===== src/rtl/vlan_membership_table_core_assert.svh =====
// Assertion macros used by the VLAN membership table core.
`ifndef VLAN_MEMBERSHIP_TABLE_CORE_ASSERT_SVH
`define VLAN_MEMBERSHIP_TABLE_CORE_ASSERT_SVH

// Same-cycle implication, sampled on clock, off during reset.
`define VMT_ASSERT_IMPL(label, ante, cons) \
   label: assert property (@(posedge clock) disable iff (reset) (ante) |-> (cons)) \
      else $error("vmt assertion failed");

// Next-cycle implication, sampled on clock, off during reset.
`define VMT_ASSERT_NEXT(label, ante, cons) \
   label: assert property (@(posedge clock) disable iff (reset) (ante) |=> (cons)) \
      else $error("vmt assertion failed");

`endif


===== src/rtl/vmt_pkg.sv =====
// Types and constants of the VLAN membership table.
package vmt_pkg;

   localparam int VID_W      = 12;
   localparam int PORT_W     = 8;
   localparam int STATUS_W   = 2;
   // widest entry index and member count over the supported parameter range
   localparam int IDX_MAX_W  = 12;
   localparam int PCNT_MAX_W = 9;

   localparam logic KIND_ADD   = 1'b0;
   localparam logic KIND_QUERY = 1'b1;

   localparam logic [STATUS_W-1:0] ADD_ADDED      = 2'd0;
   localparam logic [STATUS_W-1:0] ADD_MEMBER     = 2'd1;
   localparam logic [STATUS_W-1:0] ADD_TABLE_FULL = 2'd2;
   localparam logic [STATUS_W-1:0] ADD_LIST_FULL  = 2'd3;

   typedef enum logic [1:0] {
      ST_IDLE,
      ST_SEARCH,
      ST_SCAN
   } vmt_state_type;

   // search token handed from cell to cell
   typedef struct packed {
      logic                  valid;
      logic                  hit;
      logic [VID_W-1:0]      vid;
      logic [IDX_MAX_W-1:0]  idx;
      logic [PCNT_MAX_W-1:0] pcnt;
   } vmt_tok_type;

   // entry update broadcast to all cells
   typedef struct packed {
      logic                  we;
      logic                  set_vid;
      logic [IDX_MAX_W-1:0]  idx;
      logic [VID_W-1:0]      vid;
      logic [PCNT_MAX_W-1:0] pcnt;
   } vmt_wr_type;

endpackage


===== src/rtl/vmt_cell.sv =====
// One table entry cell: holds a VLAN id and member count, checks the passing token.
module vmt_cell #(
   parameter int INDEX  = 0,
   parameter int CNT_W  = 7,
   parameter int PCNT_W = 6
) (
   input  logic               clock,
   input  logic               reset,
   input  logic [CNT_W-1:0]   entry_count,
   input  vmt_pkg::vmt_tok_type up_tok,
   output vmt_pkg::vmt_tok_type dn_tok,
   input  vmt_pkg::vmt_wr_type  wr
);
   import vmt_pkg::*;

   logic [VID_W-1:0]  vid_ff;
   logic [PCNT_W-1:0] pcnt_ff;
   vmt_tok_type       tok_ff;
   vmt_tok_type       tok_in;
   logic              live;
   logic              match;

   assign live  = CNT_W'(INDEX) < entry_count;
   assign match = up_tok.valid && !up_tok.hit && live && (vid_ff == up_tok.vid);

   always_comb begin
      tok_in = up_tok;
      if (match) begin
         tok_in.hit  = 1'b1;
         tok_in.idx  = IDX_MAX_W'(INDEX);
         tok_in.pcnt = PCNT_MAX_W'(pcnt_ff);
      end
   end

   always_ff @(posedge clock) begin
      if (reset) begin
         tok_ff.valid <= 1'b0;
      end else begin
         tok_ff <= tok_in;
      end
   end

   always_ff @(posedge clock) begin
      if (wr.we && (wr.idx == IDX_MAX_W'(INDEX))) begin
         if (wr.set_vid) begin
            vid_ff <= wr.vid;
         end
         pcnt_ff <= wr.pcnt[PCNT_W-1:0];
      end
   end

   assign dn_tok = tok_ff;

endmodule


===== config.mk =====
export PLATFORM = sky130hd
export DESIGN_NAME = vmt_cell
export DESIGN_NICKNAME = d
export VERILOG_FILES = /design/src/rtl/vlan_membership_table_core_assert.svh /design/src/rtl/vmt_pkg.sv /design/src/rtl/vmt_cell.sv
export SDC_FILE = /design/constraint.sdc
export NUM_CORES = 1
export LEC_CHECK = 0
export BUFFER_PORTS_ARGS = -buffer_cell sky130_fd_sc_hd__buf_4
export CAP_MARGIN = 25
export CORE_MARGIN = 3
export CORE_UTILIZATION = 38
export DETAILED_ROUTE_END_ITERATION = 8
export MAX_ROUTING_LAYER = met4
export PLACE_DENSITY = 0.82
export SKIP_LAST_GASP = 1
export SYNTH_ARGS = -nofsm -noshare
export SYNTH_HDL_FRONTEND = slang
export SYNTH_SLANG_ARGS = --single-unit

===== constraint.sdc =====
create_clock -name clock -period 3.2 [get_ports clock]
set_clock_uncertainty 0.15 [all_clocks]
set_input_delay 0.64 -clock clock [delete_from_list [all_inputs] [get_ports clock]]
set_output_delay 0.64 -clock clock [all_outputs]
set_load 0.005 [all_outputs]

==> results of run 1 <==
[how the worst min path moves through the flow]
stage                       endpoint  slack (ps)  depth (start not counted)
after floorplan            dn_tok[0]         370                          1
after global placement     dn_tok[5]         380                          1
after detailed placement   dn_tok[5]         390                          1
after CTS                 dn_tok[34]         330                          2
after global routing      dn_tok[34]         340                          2
final                     dn_tok[34]         350                          2
[state kept, by name (all words and copies together) (netlist names)]
signal and flops:
dn_tok 35, vid_ff 12, pcnt_ff 6
[power groups by stage]
| stage | logic (W) | registers, W | clock network, W |
|---|---|---|---|
| after global placement | 0.000161 | 0.000825 | 0 |
| after CTS | 0.000164 | 0.000810 | 0.000451 |
| after detailed placement | 0.000164 | 0.000826 | 0 |
| after floorplan | 0.0000273 | 0.000831 | 0 |
| after global routing | 0.000175 | 0.000813 | 0.000480 |
| final | 0.000161 | 0.000809 | 0.000433 |
[Yosys cell counts]
library cell | number | area share
sky130_fd_sc_hd__a211oi_1 | 1 | 0.0037
sky130_fd_sc_hd__and2_1 | 11 | 0.034
sky130_fd_sc_hd__and2_2 | 5 | 0.019
sky130_fd_sc_hd__buf_6 | 1 | 0.0056
sky130_fd_sc_hd__clkbuf_1 | 1 | 0.0019
sky130_fd_sc_hd__dfxtp_1 | 1 | 0.010
sky130_fd_sc_hd__edfxtp_1 | 52 | 0.78
sky130_fd_sc_hd__inv_1 | 1 | 0.0019
sky130_fd_sc_hd__mux2_2 | 2 | 0.011
sky130_fd_sc_hd__mux2_4 | 4 | 0.030
sky130_fd_sc_hd__nand2_1 | 1 | 0.0019
sky130_fd_sc_hd__nand2b_1 | 1 | 0.0031
sky130_fd_sc_hd__nand4_2 | 1 | 0.0062
sky130_fd_sc_hd__nor2b_1 | 1 | 0.0031
sky130_fd_sc_hd__nor3_1 | 3 | 0.0075
sky130_fd_sc_hd__nor4_1 | 2 | 0.0062
sky130_fd_sc_hd__nor4_2 | 2 | 0.012
sky130_fd_sc_hd__nor4b_1 | 1 | 0.0044
sky130_fd_sc_hd__or2b_1 | 1 | 0.0037
sky130_fd_sc_hd__or4_1 | 1 | 0.0037
sky130_fd_sc_hd__xor2_1 | 12 | 0.052
[final cells by class]
| cell class | instances | area (um^2) |
|---|---|---|
| fillers | 373 | 1876 |
| flip-flops and latches | 53 | 1582 |
| repair buffers | 113 | 848.3 |
| multi-input cells | 49 | 406.6 |
| well taps | 67 | 83.83 |
| clock buffers | 6 | 72.57 |
| clock inverters | 2 | 38.79 |
| inverters | 1 | 3.754 |
[worst max-delay path, delay by kind of cell]
family                 cells  cell delay [ps]
buffers and inverters      1              100
and+or+nand+nor            3             1320
[per-stage QoR]
| stage | total power [W] | cells | setup slack (ps) | hold WS [ps] |
|---|---|---|---|---|
| after floorplan | 0.0008582 | 105 | 312.5 | 374.6 |
| after global placement | 0.0009853 | 283 | 600.2 | 382.0 |
| after detailed placement | 0.0009897 | 283 | 557.3 | 386.8 |
| after CTS | 0.001426 | 291 | 884.1 | 332.7 |
| after global routing | 0.001468 | 291 | 791.7 | 336.1 |
| final | 0.001404 | 291 | 920.2 | 345.1 |
[layer usage]
metal,part of all wire,GRT usage
met3,0.086,0.02752
met2,0.55,0.2419
met5,0,-
met1,0.34,0.1421
met4,0.016,0.05769
[cells by family (layout without fill, tap and decap cells)]
group | Yosys count | count (layout) | share of synthesized area
DFF | 53 | 53 | 0.7880
buffers and inverters | 3 | 122 | 0.009348
and+or+nand+nor | 30 | 30 | 0.1054
AOI/OAI and AO/OA | 1 | 1 | 0.003742
xor gates and xnor gates | 12 | 12 | 0.05237
muxes | 6 | 6 | 0.04115
==> impl_metrics.ini, run 1 <==
[final_layout]
finish.net_count = 302
syn_to_final_growth_pct = 51.25
antenna_cells_inserted = 0
postLayoutCellArea_um2 = 3035
layout_common_cells = sky130_fd_sc_hd__buf_4 (113), sky130_fd_sc_hd__edfxtp_1 (52), sky130_fd_sc_hd__xor2_1 (12)
final_layout_size_suffix_gt1_frac = 0.5982
layout_commonest_cell = sky130_fd_sc_hd__buf_4
postLayoutCoreUtil = 0.6181

[global_route]
via_count_of_the_first_global_routing_pass = 1355
grt_antenna_before_repair = 0
grt_start_max_net_pins = 35
grt_pass1_wl_um = 6099
remaining_global_route_overflow = 0
track_usage = 0.1343

[worst_setup_path]
worst-endpoint-arrival_ps = 2070
cp_slowest_stage_delay_ps = 510
critical_path.startpoint_type = input pin
worstSetupPathType = input pin to flip-flop
critical_path.reg2reg.endpoint = dn_tok[16]
end_of_the_critical_path = vid_ff[5]
worst-path-max-fanout = 12
crit_start = wr[22]
cp_data_required_time_ps = 2990
critical_path.slowest_cell = sky130_fd_sc_hd__and2_1
setup.reg_to_reg.worst_slack_ps = 1070
worst_setup_path_end_kind = flip-flop
worst-r2r-cell-count = 5
crit_path_cell_chain = buf_4 -> or4_1 -> nor4_1 -> and2_1
worstReg2RegStart = vid_ff[5]

[timing]
max_slew_violation_count = 0
layout_worst_path_cycle_share = 0.7124
hold_violations = 0
grt_setup_unrepaired = no
timing.fmax_mhz = 438.6
setup_viol = 0
final.min_clock_period_ps = 2280
setup-tns-final_ps = 0
worst_slew_pin_slew_ps = 518.1
timing.slew.headroom = 0.6546

[pwr]
p_comb_frac = 0.115
p_switching_w = 0.0002567
vdd.ir_drop.worst_mv = 0.2294
power.clock.fraction = 0.309
power.switching_fraction = 0.1829
power.density_nw_per_um2 = 462.5
power_frac_seq = 0.577
p_leak_nw = 1.275
power_report.internal_total_w = 0.001147

[yosys]
synth.lib_cells_used.distinct = 21
postSynthNetCount = 184
synthesis.area_um2 = 2007
syn_avg_cell_area_um2 = 19.11
synth_seq_area_share = 0.7880
ys.warnings.count = 0
post_synth_inst_count = 105
synth_seq_cells = 53

[detailed_routing]
initialDrtViolationCount = 31
first_pass_iters = 6
route.antenna.remaining_nets = 0
drc = 0
routed_wire_length_per_instance_um = 13.70
routed-via-count = 1307
postRouteWirelength_um = 3988
avgViaCountPerCell = 4.491

[worst_hold_path]
hold_path.class = input pin to flip-flop
timing.hold.worst.start = reset

[cts]
numClockSinks = 53
cts_tree = yes
clk_root_buf = sky130_fd_sc_hd__clkbuf_8
cts_resized = 0
cts_hold_buf = 0
clock_tree.htree_level_count = 2
cts.path.max_buffers = 2
postCtsSetupRepairBufs = 0
cts_inserted_buffers = 5
cts.reportedPaths.clkPinSlew_ps = 90
clock_insertion_delay_worst_skew_ps = 300

[die]
row_count = 25
x_dimension_of_the_die_um = 78.68
die_area_um2 = 6190
boundaryPins = 114
floorplan_core_area_um2 = 4911
floorplan.initialDensity = 0.4087
die_h_um = 78.68

[placed_design]
dpl-instance-area_um2 = 2924
port_buffers = 110
dp_hpwl_um = 3217
gp_congestion = 0.7214

[run_status]
result_of_the_run = finished clean

[flow_run]
maxCapViolations = 0
No activity file was read; power rests on OpenSTA's default activity.
==> run 2: changes to the inputs <==
--- a/config.mk
+++ b/config.mk
@@ -5,13 +5,14 @@
 export SDC_FILE = /design/constraint.sdc
 export NUM_CORES = 1
 export LEC_CHECK = 0
+export ABC_AREA = 1
 export BUFFER_PORTS_ARGS = -buffer_cell sky130_fd_sc_hd__buf_4
 export CAP_MARGIN = 25
 export CORE_MARGIN = 3
 export CORE_UTILIZATION = 38
 export DETAILED_ROUTE_END_ITERATION = 8
 export MAX_ROUTING_LAYER = met4
-export PLACE_DENSITY = 0.82
+export PLACE_DENSITY = 0.83
 export SKIP_LAST_GASP = 1
 export SYNTH_ARGS = -nofsm -noshare
 export SYNTH_HDL_FRONTEND = slang
==> constraint.sdc (replaced) <==
create_clock -name clock -period 1.9 [get_ports clock]
set_clock_uncertainty 0.15 [all_clocks]
set_input_delay 0.38 -clock clock [delete_from_list [all_inputs] [get_ports clock]]
set_output_delay 0.38 -clock clock [all_outputs]
set_load 0.005 [all_outputs]
==> impl_metrics.ini, run 2 <==
[timing]
worst_slew_pin_slew_ps = 435.9
timing.fmax_mhz = 626.7
timing.slew.headroom = 0.7083
finalHoldWorstSlack_ps = 80.36
setup_ws_ps = 304.3
grt_setup_unrepaired = no
layout_worst_path_cycle_share = 0.8399
setup-tns-final_ps = 0
final.min_clock_period_ps = 1596
hold_violations = 0
max_slew_violation_count = 0
setup_viol = 0

[die]
die_area_um2 = 6666
die_h_um = 81.65
floorplan.initialDensity = 0.4101
row_count = 26
floorplan_core_area_um2 = 5303
boundaryPins = 114
x_dimension_of_the_die_um = 81.65

[worst_setup_path]
worst-r2r-cell-count = 7
critical_path.reg2reg.endpoint = dn_tok[10]
worstSetupPathType = flip-flop to flip-flop
worst_setup_path_end_kind = flip-flop
worst-endpoint-arrival_ps = 1490
cp_data_required_time_ps = 1800
worst-path-max-fanout = 21
critical_path.startpoint_type = flip-flop
setup.reg_to_reg.worst_slack_ps = 300
worstReg2RegStart = vid_ff[2]

[global_route]
grt_pass1_wl_um = 6589
grt_antenna_before_repair = 0
remaining_global_route_overflow = 0
track_usage = 0.1353
via_count_of_the_first_global_routing_pass = 1499
grt_start_max_net_pins = 24

[cts]
cts_tree = yes
cts_hold_buf = 0
cts_inserted_buffers = 5
clk_root_buf = sky130_fd_sc_hd__clkbuf_8
clock_tree.htree_level_count = 2
cts_resized = 0
postCtsSetupRepairBufs = 0
clock_insertion_delay_worst_skew_ps = 300
numClockSinks = 53
cts.path.max_buffers = 2
cts.reportedPaths.clkPinSlew_ps = 100

[pwr]
total_power_w = 0.002264
power.density_nw_per_um2 = 705.3
vdd.ir_drop.worst_mv = 0.4266
p_leak_nw = 1.503

[detailed_routing]
first_pass_iters = 4
postRouteWirelength_um = 4419
routed-via-count = 1615
initialDrtViolationCount = 31
routed_wire_length_per_instance_um = 11.78
avgViaCountPerCell = 4.307
route.antenna.remaining_nets = 0
drc = 0

[yosys]
synthMostInstantiatedCell = sky130_fd_sc_hd__nand2_1
post_synth_inst_count = 186
postSynthNetCount = 265
ys.warnings.count = 0
synth.lib_cells_used.distinct = 14
syn_avg_cell_area_um2 = 11.69
synth_seq_cells = 53
synth.top_cells.by_area = sky130_fd_sc_hd__edfxtp_1 (72%), sky130_fd_sc_hd__nand2_1 (9.1%), sky130_fd_sc_hd__inv_1 (5.5%), sky130_fd_sc_hd__a21boi_1 (3.5%), sky130_fd_sc_hd__nor2_1 (2.8%)
dominantRegCellSynth = sky130_fd_sc_hd__edfxtp_1
synth_edf_count = 52
synthesis.area_um2 = 2175
synth_seq_area_share = 0.7273
yosys.area.top_type_share = 0.7181
synth_async_sr_flop_share = 0
synth_top_cells_by_count = sky130_fd_sc_hd__nand2_1 (53), sky130_fd_sc_hd__edfxtp_1 (52), sky130_fd_sc_hd__inv_1 (32)
synthDominantAreaCellType = sky130_fd_sc_hd__edfxtp_1

[placed_design]
gp_congestion = 0.7490
place_ws_ps = 187.8
port_buffers = 110
dp_hpwl_um = 3625

[final_layout]
syn_to_final_growth_pct = 47.58
layout_common_cells = sky130_fd_sc_hd__buf_4 (114), sky130_fd_sc_hd__nand2_1 (53), sky130_fd_sc_hd__edfxtp_1 (52)
finish.net_count = 383
largest_register_ffs = 35
final_layout_size_suffix_gt1_frac = 0.4131
layout_commonest_cell = sky130_fd_sc_hd__buf_4
antenna_cells_inserted = 0

[run_status]
result_of_the_run = finished clean

[worst_hold_path]
hold_path.class = input pin to flip-flop
min_path_cells = 2
worst_case_hold_path_end_point = dn_tok[34]
timing.hold.worst.start = reset

[flow_run]
maxCapViolations = 0
-- run 2: through the flow --
step | cells | instance area [um^2] | util
2_1_floorplan | 186 | 2180 | -
3_3_place_gp | 367 | 3118 | 0.5880
3_5_place_dp | 367 | 3118 | 0.5880
4_1_cts | 375 | 3209 | 0.6052
5_1_grt | 375 | 3209 | 0.6052
6_report | 375 | 3209 | 0.6052
-- run 2: worst max-delay path: stages, from the launching register on --
cell and delay (ps):
sky130_fd_sc_hd__edfxtp_1 410, sky130_fd_sc_hd__nand2_1 80, sky130_fd_sc_hd__nand2_1 50, sky130_fd_sc_hd__nor2_1 100, sky130_fd_sc_hd__nand2_1 70, sky130_fd_sc_hd__nor2_2 120, sky130_fd_sc_hd__buf_4 250, sky130_fd_sc_hd__a21boi_0 110
-- run 2: where the power goes --
| group | internal [W] | switching (W) | total, W |
|---|---|---|---|
| logic | 0.000189 | 0.0000955 | 0.000285 |
| clock network | 0.000259 | 0.000356 | 0.000615 |
| registers | 0.00135 | 0.0000160 | 0.00136 |
-- run 2: how the worst max path moves through the flow --
stage / from / end / cells after the start
2_1_floorplan: wr[26] / vid_ff[0] / 3
3_3_place_gp: up_tok[22] / dn_tok[6] / 8
3_5_place_dp: up_tok[22] / dn_tok[6] / 8
4_1_cts: vid_ff[2] / dn_tok[6] / 7
5_1_grt: vid_ff[0] / dn_tok[10] / 7
6_report: vid_ff[2] / dn_tok[10] / 7
-- run 2: area by class of cell --
class / instances / area [um^2]
Timing Repair Buffer: 115 / 875.8
Inverter: 32 / 120.1
Sequential cell: 53 / 1582
Multi-Input combinational cell: 97 / 452.9
Fill cell: 442 / 2093
Clock inverter: 3 / 22.52
Clock buffer: 5 / 68.82
Tap cell: 70 / 87.58
-- run 2: metal layers --
metal,vias up,GRT usage,routed length [um]
li1,837,-,-
met1,715,0.1395,1597
met2,61,0.2500,2420
met4,0,0.02990,19
met5,-,-,0
met3,2,0.04386,381
-- run 2: cells by family (layout without fill, tap and decap cells) --
kind of cell | count (synthesis) | in the layout | share of synthesized area
simple gates | 81 | 81 | 0.1502
xor+xnor | 1 | 1 | 0.004028
buf+inv | 36 | 155 | 0.06674
compound gates | 15 | 15 | 0.05178
flops | 53 | 53 | 0.7273
==> run 3: changes to the inputs <==
==> constraint.sdc (replaced) <==
create_clock -name clock -period 1.41 [get_ports clock]
set_clock_uncertainty 0.15 [all_clocks]
set_input_delay 0.282 -clock clock [delete_from_list [all_inputs] [get_ports clock]]
set_output_delay 0.282 -clock clock [all_outputs]
set_load 0.005 [all_outputs]
==> impl_metrics.ini, run 3 (synthesized netlist as in run 2, its figures left out) <==
[timing]
timing.slew.headroom = 0.8705
max_slew_violation_count = 0
setup_viol = 22
final.min_clock_period_ps = 1594
setup-tns-final_ps = -3263
timing.fmax_mhz = 627.4
layout_worst_path_cycle_share = 1.130
worst_slew_pin_slew_ps = 194.3
hold_violations = 0
grt_setup_unrepaired = yes
setup_ws_ps = -184.0

[cts]
cts_inserted_buffers = 5
cts.path.max_buffers = 2
clock_insertion_delay_worst_skew_ps = 300
clk_root_buf = sky130_fd_sc_hd__clkbuf_8
cts.reportedPaths.clkPinSlew_ps = 90
cts_tree = yes
numClockSinks = 53
clock_tree.htree_level_count = 2

[final_layout]
syn_to_final_growth_pct = 65.13
footprint_of_the_multi_input_gates_um2 = 501.7
postLayoutCoreUtil = 0.6772
seq_area_um2 = 1582
largest_register_ffs = 35
layout_common_cells = sky130_fd_sc_hd__buf_4 (116), sky130_fd_sc_hd__edfxtp_1 (52), sky130_fd_sc_hd__nand2_1 (46)
final_layout_size_suffix_gt1_frac = 0.4222
fillCellCount = 421
postLayoutCellArea_um2 = 3591
layout_commonest_cell = sky130_fd_sc_hd__buf_4
finish.net_count = 412

[detailed_routing]
routed-via-count = 1733
avgViaCountPerCell = 4.279
routed_wire_length_per_instance_um = 12.58
drc = 0
route.antenna.remaining_nets = 0
first_pass_iters = 4
initialDrtViolationCount = 70
postRouteWirelength_um = 5095

[die]
floorplan.initialDensity = 0.4101
floorplan_core_area_um2 = 5303
die_h_um = 81.65
x_dimension_of_the_die_um = 81.65
boundaryPins = 114
die_area_um2 = 6666
row_count = 26

[worst_setup_path]
worst-r2r-cell-count = 7
cp_data_required_time_ps = 1300
end_of_the_critical_path = dn_tok[7]
worst-endpoint-arrival_ps = 1490
critical_path.reg2reg.endpoint = dn_tok[7]
worst_setup_path_end_kind = flip-flop
worstReg2RegStart = vid_ff[5]
worstSetupPathType = flip-flop to flip-flop
setup.reg_to_reg.worst_slack_ps = -180
critical_path.startpoint_type = flip-flop
crit_start = vid_ff[5]
worst-path-max-fanout = 21

[placed_design]
gp_congestion = 0.7636
dp_hpwl_um = 3897
port_buffers = 110
place_ws_ps = -308.2
dpl-instance-area_um2 = 3201

[global_route]
remaining_global_route_overflow = 0
grt_pass1_wl_um = 7527
track_usage = 0.1570
via_count_of_the_first_global_routing_pass = 1692
grt_start_max_net_pins = 22
grt_antenna_before_repair = 0

[pwr]
total_power_w = 0.003289
vdd.ir_drop.worst_mv = 0.4944
power.density_nw_per_um2 = 915.9
p_leak_nw = 1.675

[run_status]
result_of_the_run = complete, but fails checks
violations = setup timing

[worst_hold_path]
hold_path.class = input pin to flip-flop

[flow_run]
maxCapViolations = 0
run 3: layout make-up:
cell class	instances	area share
antenna	1	0.0006969
sequential	53	0.4404
multi-input combinational	97	0.1397
clock buffer	5	0.01916
tap	70	0.02439
inverter	32	0.03449
clock inverter	3	0.01150
timing repair buffer	144	0.3296
run 3: how the worst min path moves through the flow:
stage                       endpoint       start  cells after the start
final                     dn_tok[24]  up_tok[24]                      1
after global routing      dn_tok[21]  up_tok[21]                      1
after CTS                  vid_ff[1]      wr[10]                      1
after detailed placement   vid_ff[5]      wr[14]                      1
after global placement     vid_ff[6]      wr[15]                      1
after floorplan           dn_tok[34]       reset                      1
run 3: per-layer routing:
metal  vias up  global-route usage  routed length [um]
met5         -                   -                   0
met4         0             0.04983                  46
met3         7             0.04605                 320
met2        58              0.2964                2965
met1       772              0.1530                1762
li1        896                   -                   -
run 3: timing repair:
item | 4_1_cts | 5_1_grt
resized for setup | 4 | 8
hold buffers | 13 | 10
endpoints found under the setup margin | 22 | 22
hold endpoints to repair | 13 | 10
setup buffers | 0 | 1
run 3: critical path, cell delays in order, from the launching register on:
cell	delay [ps]
sky130_fd_sc_hd__edfxtp_1	400
sky130_fd_sc_hd__nand2_1	80
sky130_fd_sc_hd__nand2_1	50
sky130_fd_sc_hd__nor2_1	110
sky130_fd_sc_hd__nand2_1	100
sky130_fd_sc_hd__nor2_4	170
sky130_fd_sc_hd__buf_12	170
sky130_fd_sc_hd__a21boi_0	100
run 3: metrics by stage:
stage                     hold WS [ps]  std cells
final                            23.30        405
after global routing             1.159        404
after CTS                       0.1178        393
after detailed placement         311.6        372
after global placement           310.3        372
after floorplan                  204.4        186
run 3: power breakdown:
group | internal, W | switching (W) | leakage [nW] | total [W]
combinational | 0.000311 | 0.000153 | 1.12 | 0.000464
sequential | 0.00182 | 0.0000208 | 0.503 | 0.00184
clock | 0.000523 | 0.000466 | 0.0518 | 0.000988
total | 0.00265 | 0.000639 | 1.67 | 0.00329
